<file path="src/rtl/km2d_pkg.sv">
// ----------------------------------------------------------------------------
// km2d_pkg
// shared types and codes for the 2-d k-means iteration unit
// ----------------------------------------------------------------------------
package km2d_pkg;

    // cluster memory depth and coordinate width, fixed by the port layout
    localparam int MAX_CLUSTERS = 16;
    localparam int COORD_BITS   = 16;

    // request function codes
    localparam logic [1:0] FUNC_LOAD   = 2'd0;
    localparam logic [1:0] FUNC_ASSIGN = 2'd1;
    localparam logic [1:0] FUNC_UPDATE = 2'd2;

    // sequencer states
    typedef enum logic [3:0] {
        ST_IDLE,
        ST_ASSIGN_RD,
        ST_ASSIGN_SQ,
        ST_ASSIGN_CMP,
        ST_ACC_RD,
        ST_ACC_WR,
        ST_UPD_RD,
        ST_UPD_DIV,
        ST_UPD_WR,
        ST_OUT
    } t_state;

endpackage

</file>
<file path="src/rtl/km2d_divider.sv">
// ----------------------------------------------------------------------------
// km2d_divider
// restoring divider, one quotient bit per cycle, unsigned
// ----------------------------------------------------------------------------
module km2d_divider
    import km2d_pkg::*;
#(
    parameter int NUM_BITS = 44,
    parameter int DEN_BITS = 21
) (
    input  logic                i_clk,
    input  logic                i_rst_n,
    input  logic                i_start,
    input  logic [NUM_BITS-1:0] i_num,
    input  logic [DEN_BITS-1:0] i_den,
    output logic                o_done,
    output logic [NUM_BITS-1:0] o_quot
);
    localparam int CNT_BITS = $clog2(NUM_BITS + 1);

    logic [NUM_BITS-1:0] r_quot;
    logic [DEN_BITS:0]   r_rem;
    logic [DEN_BITS-1:0] r_den;
    logic [CNT_BITS-1:0] r_cnt;
    logic                r_busy;
    logic                r_done;
    logic [DEN_BITS:0]   n_shift;

    assign n_shift = {r_rem[DEN_BITS-1:0], r_quot[NUM_BITS-1]};

    // one shift-subtract step per cycle
    always_ff @(posedge i_clk) begin
        if (!i_rst_n) begin
            r_busy <= 1'b0;
            r_done <= 1'b0;
            r_cnt  <= '0;
        end else begin
            r_done <= 1'b0;
            if (i_start) begin
                r_busy <= 1'b1;
                r_cnt  <= CNT_BITS'(NUM_BITS);
                r_quot <= i_num;
                r_rem  <= '0;
                r_den  <= i_den;
            end else if (r_busy) begin
                if (n_shift >= {1'b0, r_den}) begin
                    r_rem  <= n_shift - {1'b0, r_den};
                    r_quot <= {r_quot[NUM_BITS-2:0], 1'b1};
                end else begin
                    r_rem  <= n_shift;
                    r_quot <= {r_quot[NUM_BITS-2:0], 1'b0};
                end
                r_cnt <= r_cnt - 1'b1;
                if (r_cnt == CNT_BITS'(1)) begin
                    r_busy <= 1'b0;
                    r_done <= 1'b1;
                end
            end
        end
    end

    assign o_done = r_done;
    assign o_quot = r_quot;
endmodule

</file>
<file path="config.mk">
export PLATFORM = sky130hd
export DESIGN_NAME = km2d_divider
export DESIGN_NICKNAME = d
export VERILOG_FILES = /design/src/rtl/km2d_pkg.sv /design/src/rtl/km2d_divider.sv
export SDC_FILE = /design/constraint.sdc
export NUM_CORES = 1
export LEC_CHECK = 0
export BUFFER_PORTS_ARGS = -buffer_cell sky130_fd_sc_hd__clkbuf_2
export CORE_MARGIN = 5
export CORE_UTILIZATION = 45
export CTS_CLUSTER_SIZE = 20
export DETAILED_ROUTE_END_ITERATION = 10
export PLACE_DENSITY = 0.7
export REMOVE_ABC_BUFFERS = 1
export SKIP_CTS_REPAIR_TIMING = 1
export SLEW_MARGIN = 20
export SYNTH_ARGS = -nofsm -noshare
export SYNTH_HDL_FRONTEND = slang
export SYNTH_SLANG_ARGS = --single-unit
</file>
<file path="constraint.sdc">
create_clock -name i_clk -period 3.1 [get_ports i_clk]
set_clock_uncertainty 0.05 [all_clocks]
set_input_delay 0.62 -clock i_clk [delete_from_list [all_inputs] [get_ports i_clk]]
set_output_delay 0.62 -clock i_clk [all_outputs]
set_load 0.02 [all_outputs]
</file>
---- After elaboration in Yosys (flattened, before gate mapping) ----
Index checks and enable logic that the tools add are counted.
word-level totals
  register bits ........................... 94
  input port bits ......................... 68
  word-level logic and storage cells ...... 29
operators by class
  add/sub/neg operators ................... 2
  $lt $le $gt $ge ......................... 1
  equality and inequality tests ........... 1
  multiplexer cells ....................... 11
  bitwise operators ....................... 2
  reduce and logical (&&, ||, !) cells .... 5
operators by type and width
  cell                                              count
  two-way mux 44 bit                                2
  two-way mux 21 bit                                2
  >= comparator 22 x 21 -> 1 bit                    1
  subtractor 21 bit                                 1
  two-way mux 6 bit                                 2
  == test 6 x 1 -> 1 bit, second input constant     1
  subtractor 6 x 1 -> 6 bit, second input constant  1
  two-way mux 1 bit                                 5
  AND reduction 2 bit                               2
  OR reduction 3 bit                                1
  inverter 1 bit                                    2
  nonzero test 2 bit                                1
  OR reduction 2 bit                                1

---- Depth between registers and ports, before layout ----
Gate-level depths: netlist of the first run.
  word-level depth ........................ 4
  depth in mapped cells ................... 13
  depth with buffers taken out ............ 11

---- Worst setup path after synthesis of the first run ----
Ideal clock, no wire load.
  kind .................................... register -> register
  start ................................... register r_quot[43], in the netlist o_quot[43]
  end ..................................... register r_quot[0], in the netlist o_quot[0] (data pin)
  data arrival time ....................... 2.610 ns
  required time ........................... 2.790 ns
  slack ................................... 0.180 ns
  cell stages (with the launch flop) ...... 13
  path buffers ............................ 2
  cells stage by stage .................... edfxtp_1 > inv_1 > ha_1 > inv_1 > fa_1 > a211o_1 > a21o_1 > a21oi_4 > o21ai_2 > a21o_1 > buf_6 > buf_6 > mux2_2
between the ends
  word-level cells in the longest chain between the ends .. 4
ends and longest elaborated chain
  element                         RTL line            RTL
  from (decl)                     km2d_divider.sv:21  logic [NUM_BITS-1:0] r_quot;
  from (signal assigned)          km2d_divider.sv:42  r_quot <= i_num;
  from (signal assigned)          km2d_divider.sv:48  r_quot <= {r_quot[NUM_BITS-2:0], 1'b1};
  from (signal assigned)          km2d_divider.sv:51  r_quot <= {r_quot[NUM_BITS-2:0], 1'b0};
  >= comparator 22 x 21 -> 1 bit  km2d_divider.sv:46  if (n_shift >= {1'b0, r_den}) begin
  two-way mux 1 bit               km2d_divider.sv:46
  two-way mux 44 bit              km2d_divider.sv:45  end else if (r_busy) begin
  two-way mux 44 bit              km2d_divider.sv:39  if (i_start) begin
No other way between the ends. The select of a mux whose other input is x is not followed.
A chain may end at the register's enable or synchronous reset.

---- Worst setup path in the final report of the first run ----
Same ends and word-level chain as after synthesis.

==> results of run 1 <==
## layout make-up
| type | instances | area [µm²] |
|---|---|---|
| Fill cell | 960 | 4950 |
| Sequential cell | 94 | 2743 |
| Multi-Input combinational cell | 265 | 2073 |
| Timing Repair Buffer | 120 | 620.6 |
| Tap cell | 140 | 175.2 |
| Clock buffer | 13 | 160.2 |
| Inverter | 26 | 97.59 |
| Clock inverter | 3 | 21.27 |
## cell usage in the layout, fill, tap and decap left out, types with 10 or more instances in the layout
master and n:
a21oi_1 22, clkbuf_2 112, edfxtp_1 86, ha_1 23, inv_1 26, mux2_2 44, mux2i_1 10, nand2_1 21
nor2_1 31, o21ai_0 14, xnor2_1 10
## cell usage after synthesis, types with 3 or more instances
cell / count / area [µm²]
nand3_1: 4 / 20.02
a21oi_1: 22 / 110.1
o21ai_0: 14 / 70.07
nand2b_1: 5 / 31.28
clkbuf_1: 7 / 26.28
o21a_1: 6 / 45.04
buf_1: 4 / 15.01
nand4_1: 5 / 31.28
xnor2_1: 10 / 87.58
nor3_1: 4 / 20.02
dfxtp_1: 8 / 160.2
a211oi_2: 8 / 100.1
edfxtp_1: 86 / 2582
xor2_1: 9 / 78.83
nand2_1: 21 / 78.83
nor2_1: 31 / 116.4
a21o_1: 8 / 60.06
a211oi_1: 4 / 30.03
o21bai_1: 3 / 22.52
buf_6: 3 / 33.78
mux2i_1: 10 / 100.1
mux2_2: 44 / 495.5
nor3b_1: 3 / 22.52
ha_1: 23 / 287.8
inv_1: 26 / 97.59
## metrics by stage
step / power (mW) / TNS, ns / utilization [%]
global route: 3.293 / 0 / 54.34
global placement: 2.349 / 0 / 52.67
floorplan: 2.133 / -0.002587 / -
CTS: 3.137 / 0 / 54.34
finish: 3.109 / 0 / 54.34
detailed placement: 2.364 / 0 / 52.67
## cell families (layout without fill, tap and decap cells)
group                    Yosys count  after routing  synth area share [%]
flip-flops                        94             94                 54.88
adder cells (fa/ha/maj)           24             24                 6.159
XOR/XNOR                          19             19                 3.330
multiplexers                      54             54                 11.92
AND/OR/NAND/NOR                   84             84                 7.937
buffers and inverters             42            162                 3.655
AO/OA/AOI/OAI                     84             84                 12.12
## per-layer routing
layer	part of all wire, %	up-vias
met5	0.17	-
met4	3.2	2
met3	9.5	27
met2	45	141
met1	43	1661
li1	-	1725
## power breakdown
| part | switching, mW | internal, mW |
|---|---|---|
| sequential | 0.0528 | 1.51 |
| clock | 0.427 | 0.342 |
| combinational | 0.445 | 0.332 |
| total | 0.925 | 2.18 |
## registers in the layout, indices dropped and copies added, names as in the netlist
register  flops
r_den        21
o_quot       44
o_done        1
r_cnt         6
r_busy        1
r_rem        21
## how the worst max path moves through the flow
stage	startpoint	to	slack (ns)	cells after the start
2_1_floorplan	o_quot[43]	o_quot[0]	-0.003	10
3_3_place_gp	o_quot[43]	o_quot[0]	0.29	11
3_5_place_dp	o_quot[43]	o_quot[0]	0.23	11
4_1_cts	o_quot[43]	o_quot[0]	0.19	11
5_1_grt	o_quot[43]	r_rem[5]	0.04	12
6_report	o_quot[43]	o_quot[0]	0.20	11
==> qor.yml, run 1 <==
power:
  power_leakage_nw: 2.472
  pwr_density_cell_nw_per_um2: 527.8
  peakVddDrop_mv: 0.3146
route:
  drt-vias-per-instance: 5.380
  wl_um: 10980
  first_pass_iters: 4
  vias: 3556
  wl_per_cell_um: 16.61
  drc_errors: 0
  ant_nets: 0
  dr.first_iter.drc_count: 131
timing:
  slew_headroom_pct: 67.15
  fin_crit_sh_pct: 93.70
  fmaxAchievable_mhz: 344.3
  slew_viol_final: 0
  finalHoldViolCount: 0
  hold_ws_ns: 0.3684
  finalSetupViolations: 0
  period_needed_ns: 2.905
  tightest_slew_ns: 0.4927
  rsz0062_at_grt: "no"
  setup_ws_ns: 0.1954
clocking:
  cts_sinks: 94
  h-tree-depth: 3
  cts_root_buffer: "clkbuf_8"
  ctsLongestPathBuffers: 2
  cts_tree: "done"
  clk_latency_ns: 0.37
  path_clk_slew_ns: 0.09
  numCtsBuffers: 9
grt:
  grt.total_usage_pct: 17.62
  first_global_vias: 3720
  top_usage_layer: "met2"
  grt.met1_usage_pct: 21.05
  use_met2_pct: 27.55
  grt-ovfl-total: 0
  antenna_found_initial: 1
  grt_pass1_wl_um: 18110
  use_met3_pct: 7.474
  grt_max_degree: 40
logic_synthesis:
  synth-seq-area-share_pct: 54.88
  ys_types: 49
  synth_cells: 401
  synth_ff_type: "edfxtp_1"
  yosys_warnings: 0
  syn-cell-area_um2: 4997
  ys_ff_latch: 94
  async_flop_share_pct: 0
  synth_edf_count: 86
  avgSynthCellArea_um2: 12.46
run:
  drv_cap: 0
placement:
  placed_area_um2: 5709
  pre_cts_ws_ns: 0.2280
  portBuffers: 112
  place.gp.congestion: 0.9357
  dp.cells: 645
  dp_hpwl_um: 8147
setup_path:
  critical_path.top_delay_family: "compound AO/OA/AOI/OAI gates"
  crit-reg2reg-launch: "o_quot[43]"
  cp_num_buf_inv: 3
  r2r-end: "o_quot[0]"
  crit_fanout: 12
  cpPeakStageDelay_ns: 0.42
  cpMaxStageDelayCell: "fa_1"
  startpoint_type: "flop"
  crit_type: "reg2reg"
  crit_chain: "inv_1 -> ha_1 -> inv_1 -> fa_1 -> a211o_1 -> a21o_1 -> a21oi_4 -> o21ai_2 -> a21o_1 -> buf_4 -> mux2_2"
  reg2regPathDepth: 11
  ff2ff_setup_slack_ns: 0.20
  critPathArrivalTime_ns: 2.97
  worstSetupEndpointType: "flop"
  cp.required_ns: 3.17
cells_and_area:
  finalNonFillerCells: 661
  num_antenna_cells: 0
  area_growth_pct: 17.88
  nets: 608
  postLayoutCellArea_um2: 5891
  drive_above_1_share_pct: 36.08
hold_path:
  hold_path_class: "in2reg"
  hold_end: "r_den[1]"
  hold_start: "i_den[1]"
  hold_depth: 1
floorplan:
  dieArea_um2: 13310
  core_um2: 10840
  die_h_um: 115.4
  start_util_pct: 46.10
  die-width_um: 115.4
  io_pins: 113
  row_count: 38
outcome:
  run_status: "completed"
No activity file was read; power rests on OpenSTA's default activity.
==> run 2: changes to the inputs <==
--- a/config.mk
+++ b/config.mk
@@ -8,6 +8,7 @@
 export BUFFER_PORTS_ARGS = -buffer_cell sky130_fd_sc_hd__clkbuf_2
 export CORE_MARGIN = 5
 export CORE_UTILIZATION = 45
+export CTS_BUF_LIST = sky130_fd_sc_hd__clkbuf_16
 export CTS_CLUSTER_SIZE = 20
 export DETAILED_ROUTE_END_ITERATION = 10
 export PLACE_DENSITY = 0.7
==> constraint.sdc (replaced) <==
create_clock -name i_clk -period 2.8 [get_ports i_clk]
set_clock_uncertainty 0.05 [all_clocks]
set_input_delay 0.56 -clock i_clk [delete_from_list [all_inputs] [get_ports i_clk]]
set_output_delay 0.56 -clock i_clk [all_outputs]
set_load 0.02 [all_outputs]
==> run 2 against run 1 <==
  * Clock power rose by 65%
  * Clock-buffer cell count fell by 4
  * Via count rose by 2.2%
  * Worst hold slack got worse by 0.036 ns
  * Register-to-register slack got worse by 0.15 ns
  * Power rose by 27%
  * Setup slack got worse by 0.15 ns
  * Sequential cell count did not move
  * Final cell count rose by 1.4%
==> qor.yml, run 2 (synthesis gave the netlist of run 1 again) <==
outcome:
  run_status: "completed"
route:
  wl_met3_um: 1017  # -2.4%
  wl_per_cell_um: 17.37  # +4.6%
  wl_met1_um: 4839  # +3.6%
  top_layer: "met4"
  ant_nets: 0  # unchanged
  drt-vias-per-instance: 5.425  # +0.85%
  wl_met2_um: 5540  # +13%
  first_pass_iters: 4  # unchanged
  wl_um: 11640  # +6.0%
  dr.first_iter.drc_count: 126  # -3.8%
  drc_errors: 0  # unchanged
  vias: 3635  # +2.2%
power:
  peakVddDrop_mv: 0.4855  # +54%
  power_frac_seq_pct: 44.0  # -6.3 points
  power_leakage_nw: 2.600  # +5.2%
  p_sw_share_pct: 29.07  # -0.69 points
  p_int_mw: 2.794  # +28%
  p_comb_share_pct: 23.8  # -1.2 points
  p_sw_mw: 1.145  # +24%
  total_power_mw: 3.938  # +27%
  pwr_density_cell_nw_per_um2: 638.6  # +21%
  power.share.clock_pct: 32.2  # +7.5 points
clocking:
  numCtsBuffers: 9  # unchanged
  cts_root_buffer: "clkbuf_16"
  clk_latency_ns: 0.35  # -0.02 ns
  path_clk_slew_ns: 0.07  # -0.02 ns
  h-tree-depth: 3  # unchanged
  ctsLongestPathBuffers: 2  # unchanged
  cts_tree: "done"
  cts_sinks: 94  # unchanged
cells_and_area:
  area_growth_pct: 23.41
  largest_reg_flops: 44  # unchanged
  drive_above_1_share_pct: 39.25  # +3.2 points
  fillers: 938  # -2.3%
  final_common_cell: "clkbuf_2"
  nets: 617  # +1.5%
  multi_input_area_um2: 2108  # +1.7%
  final_util_pct: 56.89  # +2.6 points
  final_cell_mix: "clkbuf_2, edfxtp_1, mux2_2"
  ff_latch_area_um2: 2743  # unchanged
  num_antenna_cells: 0  # unchanged
setup_path:
  r2r-end: "o_quot[0]"
  crit_end: "o_quot[0]"
  ff2ff_setup_slack_ns: 0.05  # -0.15 ns
  crit_fanout: 6  # -6
  critPathArrivalTime_ns: 2.80  # -0.17 ns
  cpPeakStageDelay_ns: 0.40  # -0.02 ns
  cpMaxStageDelayCell: "edfxtp_1"
  startpoint_type: "flop"
  worstSetupEndpointType: "flop"
  crit-reg2reg-launch: "o_quot[43]"
  worstSetupStartpoint: "o_quot[43]"
  cp.required_ns: 2.85  # -0.32 ns
  crit_type: "reg2reg"
  crit_chain: "inv_1 -> ha_2 -> inv_2 -> fa_2 -> a211o_1 -> a21o_1 -> a21oi_4 -> o21ai_2 -> a21o_4 -> buf_12 -> mux2_2"
  reg2regPathDepth: 11  # unchanged
timing:
  setup_ws_ns: 0.04895  # -0.1464 ns
  tightest_slew_ns: 0.5918  # +0.09907 ns
  period_needed_ns: 2.751  # -0.1536 ns
  finalHoldViolCount: 0  # unchanged
  finalSetupViolations: 0  # unchanged
  rsz0062_at_grt: "yes"
  hold_ws_ns: 0.3325  # -0.03589 ns
  fmaxAchievable_mhz: 363.5  # +5.6%
  slew_viol_final: 0  # unchanged
  slew_headroom_pct: 60.55  # -6.6 points
  fin_crit_sh_pct: 98.25  # +4.6 points
grt:
  grt_pass1_wl_um: 18800  # +3.8%
  grt.total_usage_pct: 18.16  # +0.53 points
  first_global_vias: 3792  # +1.9%
  antenna_found_initial: 0  # -1
  grt_max_degree: 49  # +23%
  grt-ovfl-total: 0  # unchanged
placement:
  place.gp.congestion: 0.8988  # -3.9%
  portBuffers: 112  # unchanged
  dp_hpwl_um: 8532  # +4.7%
  pre_cts_ws_ns: -0.01993  # -0.2479 ns
floorplan:
  dieArea_um2: 13310  # unchanged
  die-width_um: 115.4  # unchanged
  core_um2: 10840  # unchanged
  io_pins: 113  # unchanged
  die_h_um: 115.4  # unchanged
  row_count: 38  # unchanged
  start_util_pct: 46.10  # unchanged
hold_path:
  hold_path_class: "in2reg"
run:
  drv_cap: 0  # unchanged
[run 2: cell types whose count changed in the layout (fill, tap and decap cells not counted), moves of 2 or more]
cell	change
buf_4	+4
clkbuf_8	-9
clkbuf_1	-3
buf_12	+2
clkbuf_16	+9
buf_6	+2
inv_6	+2
[run 2: metrics by stage]
stage	cell area (µm²)	instances	TNS, ns
after floorplan	4912	385	-4.113
after global placement	5779	651	0
after detailed placement	5779	651	-0.01993
after CTS	6085	667	-0.05701
after global routing	6167	670	-0.2072
final	6167	670	0
[run 2: worst min path at each step]
stage	startpoint	to	slack (ns)	cells after the start
after floorplan	r_cnt[1]	r_cnt[1]	0.42	2
after global placement	r_cnt[1]	r_cnt[1]	0.43	2
after detailed placement	r_cnt[1]	r_cnt[1]	0.45	2
after CTS	i_den[16]	r_den[16]	0.32	1
after global routing	i_den[15]	r_den[15]	0.32	1
final	i_den[16]	r_den[16]	0.33	1
[run 2: cell type report]
type                            count  area share [%]
Sequential cell                    94           44.47
Multi-Input combinational cell    265           34.19
Timing Repair Buffer              129           11.97
Clock buffer                        9           3.652
Tap cell                          140           2.840
Inverter                           26           1.582
Clock inverter                      7           1.298
[run 2: power groups by stage]
| stage | registers, mW | logic, mW | clock network [mW] |
|---|---|---|---|
| 4_1_cts | 1.73 | 0.892 | 1.30 |
| 3_5_place_dp | 1.76 | 0.889 | 0 |
| 3_3_place_gp | 1.76 | 0.864 | 0 |
| 6_report | 1.73 | 0.937 | 1.27 |
| 2_1_floorplan | 1.80 | 0.560 | 0 |
| 5_1_grt | 1.75 | 1.02 | 1.37 |
[run 2: layer usage]
layer / track usage (%) / up-vias
met2: 29.59 / 135
li1: - / 1741
met4: 6.182 / 0
met3: 7.579 / 20
met1: 21.76 / 1739
met5: 0 / -
[run 2: critical path: cells and delay by family (launching register included)]
| family | cells | cell delay, ns |
|---|---|---|
| DFF | 1 | 0.40 |
| muxes | 1 | 0.25 |
| buffers and inverters | 3 | 0.26 |
| adders and majority gates | 2 | 0.51 |
| AOI/OAI and AO/OA | 5 | 1.03 |
==> run 3: changes to the inputs <==
--- a/config.mk
+++ b/config.mk
@@ -6,7 +6,7 @@
 export NUM_CORES = 1
 export LEC_CHECK = 0
 export BUFFER_PORTS_ARGS = -buffer_cell sky130_fd_sc_hd__clkbuf_2
-export CORE_MARGIN = 5
+export CORE_MARGIN = 2
 export CORE_UTILIZATION = 45
 export CTS_BUF_LIST = sky130_fd_sc_hd__clkbuf_16
 export CTS_CLUSTER_SIZE = 20
==> run 3 against run 2 <==
  * Worst hold slack got worse by 0.00085 ns
  * Sequential share of layout area is 0.14 points lower
  * Power decreased by 1.1%
  * Critical path depth stayed put
  * Setup slack improved by 0.013 ns
  * Global-route usage is 1.0 points higher
  * Routed wire length fell by 6.1%
  * Combinational power hardly changed
  * Non-clock buffer count rose by 5
  * Critical endpoint unchanged
  * Largest power group unchanged
==> qor.yml, run 3 (synthesis gave the netlist of run 1 again) <==
floorplan:
  io_pins: 113  # unchanged
  die-width_um: 109.4  # -5.2%
  dieArea_um2: 11960  # -10%
  core_um2: 10840  # unchanged
  die_h_um: 109.4  # -5.2%
  start_util_pct: 46.10  # unchanged
  row_count: 38  # unchanged
route:
  vias: 3637  # +0.055%
  drt-vias-per-instance: 5.388  # -0.69%
  ant_nets: 0  # unchanged
  wl_um: 10920  # -6.1%
  wl_met2_um: 5221  # -5.8%
  drc_errors: 0  # unchanged
  wl_per_cell_um: 16.18  # -6.8%
  wl_met3_um: 841  # -17%
  dr.first_iter.drc_count: 157  # +25%
  wl_met1_um: 4644  # -4.0%
  first_pass_iters: 5  # +1
  top_layer: "met4"
timing:
  fmaxAchievable_mhz: 365.2  # +0.46%
  slew_headroom_pct: 65.03  # +4.5 points
  slew_viol_final: 0  # unchanged
  fin_crit_sh_pct: 97.80  # -0.45 points
  tightest_slew_ns: 0.5173  # -0.07451 ns
  finalSetupViolations: 0  # unchanged
  rsz0062_at_grt: "yes"
  period_needed_ns: 2.739  # -0.01254 ns
  finalHoldViolCount: 0  # unchanged
  hold_ws_ns: 0.3317  # -0.0008480 ns
cells_and_area:
  nets: 622  # +0.81%
  area_growth_pct: 23.81
  largest_reg_flops: 44  # unchanged
  num_antenna_cells: 0  # unchanged
  drive_above_1_share_pct: 39.25  # about the same
  final_common_cell: "clkbuf_2"
  fillers: 918  # -2.1%
  postLayoutCellArea_um2: 6187  # +0.32%
  final_cell_mix: "clkbuf_2, edfxtp_1, mux2_2"
clocking:
  cts_root_buffer: "clkbuf_16"
  ctsLongestPathBuffers: 2  # unchanged
  h-tree-depth: 3  # unchanged
  path_clk_slew_ns: 0.07  # about the same
  cts_sinks: 94  # unchanged
  clk_latency_ns: 0.35  # about the same
  numCtsBuffers: 9  # unchanged
  cts_tree: "done"
hold_path:
  hold_path_class: "in2reg"
  hold_start: "i_den[0]"
  hold_depth: 1  # unchanged
  hold_end: "r_den[0]"
setup_path:
  startpoint_type: "flop"
  crit_path_frequent_cell: "inv_2"
  cpMaxStageDelayCell: "edfxtp_1"
  crit_fanout: 8  # +2
  crit-reg2reg-launch: "o_quot[43]"
  crit_type: "reg2reg"
  cp.required_ns: 2.85  # about the same
  cpPeakStageDelay_ns: 0.40  # about the same
  reg2regPathDepth: 11  # unchanged
  critPathArrivalTime_ns: 2.79  # about the same
  crit_chain: "inv_2 -> ha_4 -> inv_2 -> fa_2 -> a211o_1 -> a21o_1 -> a21oi_4 -> o21ai_2 -> a21o_4 -> buf_12 -> mux2_2"
  r2r-end: "o_quot[0]"
  ff2ff_setup_slack_ns: 0.06  # about the same
  worstSetupEndpointType: "flop"
grt:
  grt_max_degree: 67  # +37%
  grt_pass1_wl_um: 17660  # -6.1%
  grt-ovfl-total: 0  # unchanged
  grt.total_usage_pct: 19.17  # +1.0 points
  antenna_found_initial: 0  # unchanged
  first_global_vias: 3861  # +1.8%
outcome:
  run_status: "completed"
placement:
  placed_area_um2: 5787  # +0.13%
  portBuffers: 112  # unchanged
  dp_hpwl_um: 7755  # -9.1%
  place.gp.congestion: 0.9285  # +3.3%
power:
  pwr_density_cell_nw_per_um2: 629.3  # -1.4%
  peakVddDrop_mv: 0.3446  # -29%
  total_power_mw: 3.894  # -1.1%
  power_leakage_nw: 2.617  # +0.67%
run:
  drv_cap: 0  # unchanged
[run 3: worst max-delay path, delay by kind of cell, from the launching register on]
family	cells	cell delay [ns]
compound gates	5	1.04
buf+inv	3	0.26
fa+ha+maj	2	0.47
mux	1	0.26
flops	1	0.40
[run 3: layout make-up]
| cell class | count | area (µm²) | share of cell area (%) |
|---|---|---|---|
| clock inverters | 7 | 68.82 | 1.112 |
| flip-flops and latches | 94 | 2743 | 44.33 |
| clock buffers | 9 | 225.2 | 3.640 |
| inverters | 26 | 97.59 | 1.577 |
| well taps | 140 | 175.2 | 2.831 |
| repair buffers | 134 | 769.5 | 12.44 |
| multi-input cells | 265 | 2108 | 34.07 |
[run 3: layer usage]
| layer | GRT usage [%] | vias up |
|---|---|---|
| li1 | - | 1752 |
| met4 | 7.957 | 0 |
| met3 | 7.587 | 19 |
| met5 | 0 | - |
| met2 | 30.34 | 145 |
| met1 | 23.38 | 1721 |
[run 3: metrics by stage]
step / util, % / setup TNS, ns / std cells / worst slack (ns)
floorplan: - / -4.113 / 385 / -0.3026
global placement: 53.38 / 0 / 652 / 0.06078
detailed placement: 53.38 / 0 / 652 / 0.02362
CTS: 56.09 / 0 / 668 / 0.00007305
global route: 57.08 / -0.3258 / 675 / -0.04818
finish: 57.08 / 0 / 675 / 0.06149
[run 3: worst max path at each step]
stage                            to  cells past startpoint       start
after floorplan           o_quot[0]                     10  o_quot[43]
after global placement    o_quot[0]                     11  o_quot[43]
after detailed placement  r_rem[14]                     12  o_quot[43]
after CTS                 o_quot[0]                     11  o_quot[43]
after global routing      r_rem[10]                     12  o_quot[43]
final                     o_quot[0]                     11  o_quot[43]
[run 3: where the power goes]
group / switching (mW) / internal (mW)
Clock: 0.528 / 0.694
Sequential: 0.0591 / 1.67
Combinational: 0.518 / 0.422
